## src/q2e_pkg.sv

```systemverilog
`default_nettype none
package q2e_pkg;

    // Quaternion component and angle widths.
    localparam int QUAT_W  = 16;
    localparam int ANGLE_W = 16;

    // Sine and cosine terms at Q.30, with headroom for non-unit inputs.
    localparam int TERM_W = 34;

    // Radicand 1 - s*s at Q.60 and its square root at Q.30.
    localparam int RAD_W  = 61;
    localparam int ROOT_W = 31;

    // CORDIC vector width and angle accumulator width (2^31 = pi).
    localparam int CORDIC_W = 36;
    localparam int ACC_W    = 34;

    // Default number of CORDIC iterations and the table length.
    localparam int CORDIC_STAGES_DEF = 16;
    localparam int ATAN_LEN          = 24;

    // Binary angle of pi/2 on the output scale.
    localparam logic signed [ANGLE_W-1:0] HALF_PI = 16'sd16384;

    // 1.0 at Q.30.
    localparam logic signed [TERM_W-1:0] ONE_Q30 = 34'sd1073741824;

    // round(atan(2^-i) / pi * 2^31).
    localparam logic [31:0] ATAN_TAB [ATAN_LEN] = '{
        32'h20000000, 32'h12E4051E, 32'h09FB385B, 32'h051111D4,
        32'h028B0D43, 32'h0145D7E1, 32'h00A2F61E, 32'h00517C55,
        32'h0028BE53, 32'h00145F2F, 32'h000A2F98, 32'h000517CC,
        32'h00028BE6, 32'h000145F3, 32'h0000A2FA, 32'h0000517D,
        32'h000028BE, 32'h0000145F, 32'h00000A30, 32'h00000518,
        32'h0000028C, 32'h00000146, 32'h000000A3, 32'h00000051
    };

    // Sine and cosine terms of the three angles.
    typedef struct packed {
        logic signed [TERM_W-1:0] sinr;
        logic signed [TERM_W-1:0] cosr;
        logic signed [TERM_W-1:0] sinp;
        logic signed [TERM_W-1:0] siny;
        logic signed [TERM_W-1:0] cosy;
    } t_terms;

    // Pitch saturation status.
    typedef struct packed {
        logic clamp;
        logic neg;
    } t_flags;

    // Data that rides alongside the square root unit.
    typedef struct packed {
        t_terms terms;
        t_flags flags;
    } t_sq_side;

endpackage
`default_nettype wire

```

## src/q2e_isqrt.sv

```systemverilog
`default_nettype none
module q2e_isqrt #(
    parameter int SW = 1
) (
    input  wire                                i_clk,
    input  wire                                i_rst_n,
    input  wire                                i_en,
    input  wire                                i_valid,
    input  wire [q2e_pkg::RAD_W-1:0]           i_rad,
    input  wire [SW-1:0]                       i_side,
    output logic                               o_valid,
    output logic [q2e_pkg::ROOT_W-1:0]         o_root,
    output logic [SW-1:0]                      o_side
);
    import q2e_pkg::*;

    localparam int NB = ROOT_W;
    localparam int TW = RAD_W + 2;

    logic [RAD_W-1:0]  rem_q  [0:NB];
    logic [ROOT_W-1:0] root_q [0:NB];
    logic [SW-1:0]     side_q [0:NB];
    logic              vld_q  [0:NB];

    assign rem_q[0]  = i_rad;
    assign root_q[0] = '0;
    assign side_q[0] = i_side;
    assign vld_q[0]  = i_valid;

    // One result bit per stage, most significant first.
    for (genvar k = 0; k < NB; k++) begin : g_bit
        localparam int B = NB - 1 - k;

        logic [TW-1:0]     trial;
        logic [TW-1:0]     rem_ext;
        logic              take;
        logic [RAD_W-1:0]  r_rem;
        logic [ROOT_W-1:0] r_root;
        logic [SW-1:0]     r_side;
        logic              r_vld;

        always_comb begin
            trial   = (TW'(root_q[k]) << (B + 1)) + (TW'(1) << (2 * B));
            rem_ext = TW'(rem_q[k]);
            take    = rem_ext >= trial;
        end

        always_ff @(posedge i_clk) begin
            if (!i_rst_n) begin
                r_vld <= 1'b0;
            end else if (i_en) begin
                r_vld <= vld_q[k];
            end
        end

        always_ff @(posedge i_clk) begin
            if (i_en) begin
                r_side <= side_q[k];
                if (take) begin
                    r_rem  <= RAD_W'(rem_ext - trial);
                    r_root <= root_q[k] | (ROOT_W'(1) << B);
                end else begin
                    r_rem  <= rem_q[k];
                    r_root <= root_q[k];
                end
            end
        end

        assign rem_q[k+1]  = r_rem;
        assign root_q[k+1] = r_root;
        assign side_q[k+1] = r_side;
        assign vld_q[k+1]  = r_vld;
    end

    assign o_valid = vld_q[NB];
    assign o_root  = root_q[NB];
    assign o_side  = side_q[NB];

endmodule
`default_nettype wire

```

## config.mk

```make
export PLATFORM = sky130hd
export DESIGN_NAME = q2e_isqrt
export DESIGN_NICKNAME = d
export VERILOG_FILES = /design/src/q2e_pkg.sv /design/src/q2e_isqrt.sv
export SDC_FILE = /design/constraint.sdc
export NUM_CORES = 2
export LEC_CHECK = 0
export BUFFER_PORTS_ARGS = -buffer_cell sky130_fd_sc_hd__buf_2
export CORE_AREA = 2 2 605 427
export DETAILED_ROUTE_END_ITERATION = 8
export DIE_AREA = 0 0 607 429
export REMOVE_ABC_BUFFERS = 1
export SLEW_MARGIN = 40
export SYNTH_ARGS = -nofsm -noshare
export SYNTH_HDL_FRONTEND = slang
export SYNTH_SLANG_ARGS = --single-unit
```

## constraint.sdc

```tcl
create_clock -name i_clk -period 3.6 [get_ports i_clk]
set_input_delay 0.18 -clock i_clk [delete_from_list [all_inputs] [get_ports i_clk]]
set_output_delay 0.18 -clock i_clk [all_outputs]
set_load 0.01 [all_outputs]
```

; ---- Word-level counts from Yosys, hierarchy flattened
; Index checks and enable logic that the tools add are counted.
[totals]
output_inout_bits = 33
regBits = 2853
elab_cells = 275
[op_classes]
n_addsub = 60
mux = 31
order_cmp = 31
[ops]
columns = cell, n
row1 = $mux 61, 30
row2 = $sub 61x61->61, 2
row3 = $add 61x59->62 const B, 1
row4 = $ge 61x62->1, 1
row5 = $add 60x57->61 const B, 1
row6 = $ge 61x33->1, 1
row7 = $ge 61x34->1, 1
row8 = $ge 61x35->1, 1
row9 = $ge 61x36->1, 1
row10 = $ge 61x37->1, 1
row11 = $ge 61x38->1, 1
row12 = $ge 61x39->1, 1
row13 = $ge 61x40->1, 1
row14 = $ge 61x41->1, 1
row15 = $ge 61x42->1, 1
row16 = $ge 61x43->1, 1
row17 = $ge 61x44->1, 1
row18 = $ge 61x45->1, 1
row19 = $ge 61x46->1, 1
row20 = $ge 61x47->1, 1
row21 = $ge 61x48->1, 1
row22 = $ge 61x49->1, 1
row23 = $ge 61x50->1, 1
row24 = $ge 61x51->1, 1
row25 = 68 further kinds, 68

; ---- Depth between registers and ports, before layout
[depth]
word_depth = 3
mapped_depth = 15
depth_no_buf = 12

; ---- Worst setup path before layout
; Ideal clock, no wire load.
[synth_timing]
path_type = flip-flop to flip-flop
from = register g_bit[21].r_rem[47]
to = register g_bit[22].r_rem[20] (data pin)
path_buffers = 2
arrival_time_ns = 3.217
setup_slack_ns = 0.123
stages_incl_launch_ff = 10
t_required_ns = 3.340
setup_ns = 0.260
cell_sequence = edfxtp_1 > or4_4 > or4_4 > or4_4 > or4_1 > nor2_1 > and4_1 > buf_4 > buf_2 > mux2_2
[synth_between]
elab_chain_len = 2
[synth_rtl]
columns = element, line_no
row1 = start: declaration, q2e_isqrt.sv:37  ; logic [RAD_W-1:0] r_rem;
row2 = start signal: assignment, q2e_isqrt.sv:60  ; r_rem <= RAD_W'(rem_ext - trial);
row3 = start signal: assignment, q2e_isqrt.sv:63  ; r_rem <= rem_q[k];
row4 = $ge 61x41->1, q2e_isqrt.sv:45  ; take = rem_ext >= trial;
row5 = $mux 61, q2e_isqrt.sv:59  ; if (take) begin
row6 = end signal: assignment, q2e_isqrt.sv:60
row7 = end signal: assignment, q2e_isqrt.sv:63
row8 = end: declaration, q2e_isqrt.sv:37
; Every way passes these cells.
; A chain may end at the register's enable or synchronous reset.

; ---- Final worst setup path
[layout_timing]
from = register g_bit[20].r_rem[20]
to = register g_bit[21].r_rem[57] (data pin)
[layout_between]
elab_chain_len = 2
word_cells_on_any_way = 3
classes_between = add/sub: 1 / order compare: 1 / mux: 1
[layout_rtl]
columns = element, line_no
row1 = start: declaration, q2e_isqrt.sv:37
row2 = start signal: assignment, q2e_isqrt.sv:60
row3 = start signal: assignment, q2e_isqrt.sv:63
row4 = $sub 61x42->61 or $ge 61x42->1 (tied branches), "q2e_isqrt.sv:60, q2e_isqrt.sv:45"
row5 = $mux 61 (*), q2e_isqrt.sv:59
; Every way passes the cells marked *; elsewhere a longest branch is shown, timed or not.

==> results_dict.tcl <==
set metrics [dict create \
    outcome "finished, violations left" \
    violations "setup timing" \
    ys_types 92 \
    grt_pass1_vias 73700 \
    grt_busiest_layer "met1" \
    crit_path_end_kind "flip-flop" \
    hp-class "in2reg" \
    drc 0 \
    antenna_found_initial 18 \
    drt-pass1-iter-count 6 \
    post-place-ws_ns -0.852 \
    worstRegToRegCells 14 \
    cts.path.max_buffers 4 \
    synth_seq_cells 2388 \
    ff2ff_setup_slack_ns -0.01 \
    relSlewSlack 0.328 \
    holdPathStages 2 \
    cp_max_fo 5 \
    clk-insertion-delay-late_ns 0.95 \
    overflow 0 \
    reg2reg_from "g_bit[20].r_rem[20]" \
    grt_util_all_layers 0.242 \
    yosysTopAreaCellShare 0.620 \
    start_util 0.449 \
    async_flop_share 0 \
    cts_tree "yes" \
    irDropWorstVdd_uv 457 \
    use_met3 0.0907 \
    viasPerCell 5.66 \
    core_um2 254000 \
    areaGrowthSynthToFinish_pct 20.1 \
    r2r_end "g_bit[21].r_rem[57]" \
    syn_area_um2 114000 \
    grt_pass1_wl_mm 473 \
    avgSynthCellArea_um2 12.5 \
    dieHeight_um 429 \
    p_leak_nw 52.7 \
    yosysWarnings 0 \
    synth_flop_cell "edfxtp_1" \
    rsz0062_at_grt "yes" \
    h-tree-depth 4 \
    finalMaxSlewViolations 0 \
    arrival_ns 4.24 \
    ant_nets 0 \
    skew_ns 0.104 \
    synth_edf_count 2357 \
    grt_max_degree 170 \
    fin_ws_ns -0.0137 \
    n_fill_cell 21100 \
    max_cap_viol_count 0 \
    hpwl_mm 246 \
    io_buffers 98 \
    setup-violations-final 1 \
    vias 78800 \
    fin_nets 10900 \
    period_share 1.00 \
    fin_area_um2 137000 \
    worst_pin_slew_ns 0.999 \
    rows 155 \
    io_pins 99 \
    detail_route.wirelength_mm 321 \
    finalCriticalPeriod_ns 3.61 \
    drt_iter0_drc 10200 \
    synth-seq-area-share 0.626 \
    netlist.top_cell.by_area "edfxtp_1" \
    fin_cells 13900 \
    netlist_top_cells_area "edfxtp_1 (62%), ha_1 (5.7%), xnor2_1 (3.3%)" \
    wl_per_cell_um 23.1 \
    fmax_mhz 277 \
    power_density_nw_per_um2 632 \
    start_kind "flip-flop" \
    cts.sinks 2388 \
    dieArea_um2 260000 \
    min_from "i_en" \
    cts_root_buf "clkbuf_16" \
    layout-drive-gt1-share 0.172 \
    dieWidth_um 607 \
    required_ns 4.23 \
    gr-usage-met2 0.280 \
    grt_util_met1 0.407 \
    cts.clk_slew.worst_paths_ns 0.07 \
    crit_type "reg2reg" \
    numCtsBuffers 238 \
    dp_cells 13300 \
    dpl-instance-area_um2 126000 \
    place_congestion 1.00 \
    synthCells 9100 \
    hold_viol 0 \
    min_to "g_bit[27].r_rem[54]" \
]
power by group:
part           switching (mW)  internal, mW  leakage (nW)  total [mW]
Combinational            13.1          9.87          26.0        22.9
Sequential               2.94          35.3          22.9        38.2
Clock                    10.9          14.6          3.82        25.5
Total                    26.9          59.7          52.7        86.6
cell type report:
| type | count | area (um2) | area share |
|---|---|---|---|
| diodes | 7 | 17.5 | 0.000128 |
| clock buffers | 274 | 6220 | 0.0454 |
| clock inverters | 163 | 1690 | 0.0123 |
| inverters | 653 | 2450 | 0.0179 |
| multi-input cells | 5846 | 41100 | 0.300 |
| flip-flops and latches | 2388 | 71400 | 0.521 |
| well taps | 3375 | 4220 | 0.0308 |
| repair buffers | 1210 | 9930 | 0.0725 |
metal layers:
metal	share of wire	vias to the layer above
met5	0.00012	-
li1	-	36600
met1	0.50	38500
met2	0.35	3362
met3	0.14	377
met4	0.018	6
flip-flops by register name, summed over array words and instances (netlist names):
signal        flops
g_bit.r_rem    1830
g_bit.r_root    465
o_root           31
g_bit.r_side     30
g_bit.r_vld      30
o_side            1
o_valid           1
worst max path at each step:
stage / endpoint / cells past startpoint / start
global route: g_bit[22].r_rem[51] / 13 / g_bit[21].r_rem[28]
global placement: g_bit[18].r_rem[48] / 11 / g_bit[17].r_root[30]
floorplan: g_bit[29].r_rem[41] / 10 / g_bit[28].r_rem[30]
finish: g_bit[21].r_rem[57] / 14 / g_bit[20].r_rem[20]
CTS: g_bit[18].r_rem[46] / 9 / g_bit[17].r_rem[43]
detailed placement: g_bit[18].r_rem[48] / 11 / g_bit[17].r_root[30]
cells in the final DEF (no fill, tap or decap), types with 30 or more instances in the layout:
cell type and instances:
o21a_1 88, nor2b_1 100, nand2_1 557, clkbuf_1 30, inv_1 649, mux2_2 80, nand3_1 147, a21o_1 219
mux2i_1 41, buf_2 97, nor2_1 586, xor2_1 366, o21ai_0 401, clkinv_1 47, nand4_1 177, edfxtp_1 2357
a31oi_1 32, buf_12 47, dlygate4sd3_1 128, dfxtp_1 31, a21oi_1 570, or4_1 57, nor4_2 36, clkbuf_16 245
nor3_1 204, and3_1 37, a211oi_1 34, and2_1 33, or3_1 76, nand2b_1 108, o31ai_1 36, nor4_1 274
buf_4 925, o21bai_1 56, xnor2_1 425, ha_1 503, bufinv_16 31, clkinv_2 43
critical path, stage by stage (launching register included):
cell and delay [ns]:
edfxtp_1 0.40, ha_1 0.36, buf_12 0.16, o21ai_0 0.30, a22oi_2 0.23, a21oi_2 0.29
buf_4 0.22, a211oi_1 0.11, o311ai_1 0.39, buf_4 0.18, nand4_1 0.17, nor2_1 0.15
buf_4 0.15, nand3b_1 0.09, xnor2_1 0.15
what timing repair did:
item                                    CTS  global route
pin swaps                                10            54
resized for setup                        68           213
setup buffers                            14            31
gates cloned                              1             1
hold buffers                            128             0
endpoints found under the setup margin  237           405
endpoints found under the hold margin   266             0
cell usage after synthesis (16+ instances only):
library cell,number
and4_1,26
nand2b_1,108
nand4b_1,21
nor4b_1,36
mux2_2,80
a31oi_1,36
o31ai_1,42
a21boi_0,27
nand2_1,561
nor2_1,595
o21bai_1,58
xnor2_1,429
nor3_1,218
o41ai_1,16
ha_1,523
nor4_1,326
nand4_1,177
nor3b_1,23
inv_1,651
or3_1,82
and2_1,35
dfxtp_1,31
mux2i_1,41
or2_2,24
nand3b_1,27
o21a_1,88
a21o_1,219
a21oi_1,591
and3_1,37
edfxtp_1,2357
nor2b_1,101
clkbuf_1,188
o21ai_0,414
or4_1,66
o211ai_1,25
a211oi_1,43
xor2_1,369
nand3_1,154
logic make-up (layout without fill, tap and decap cells):
group                      Yosys count  after routing  share of synthesized area
adders and majority gates          524            524                     0.0575
DFF                               2388           2388                      0.626
xor gates and xnor gates           798            798                     0.0613
AOI/OAI and AO/OA                 1739           1739                     0.0942
buffers and inverters              866           2300                     0.0287
muxes                              122            122                     0.0116
and+or+nand+nor                   2662           2662                      0.121
other                                1              8                  0.0000329
metrics by stage:
stage	utilization	hold slack, ns	TNS (ns)	total power [mW]
after global routing	0.539	0.275	-0.368	90.4
after global placement	0.495	0.356	-48.98	59.6
after detailed placement	0.495	0.358	-27.19	59.9
after floorplan	-	0.279	-223.90	50.0
after CTS	0.533	0.246	-0.295	85.8
final	0.539	0.312	-0.0137	86.6
Power figures use the tool's default switching activity.
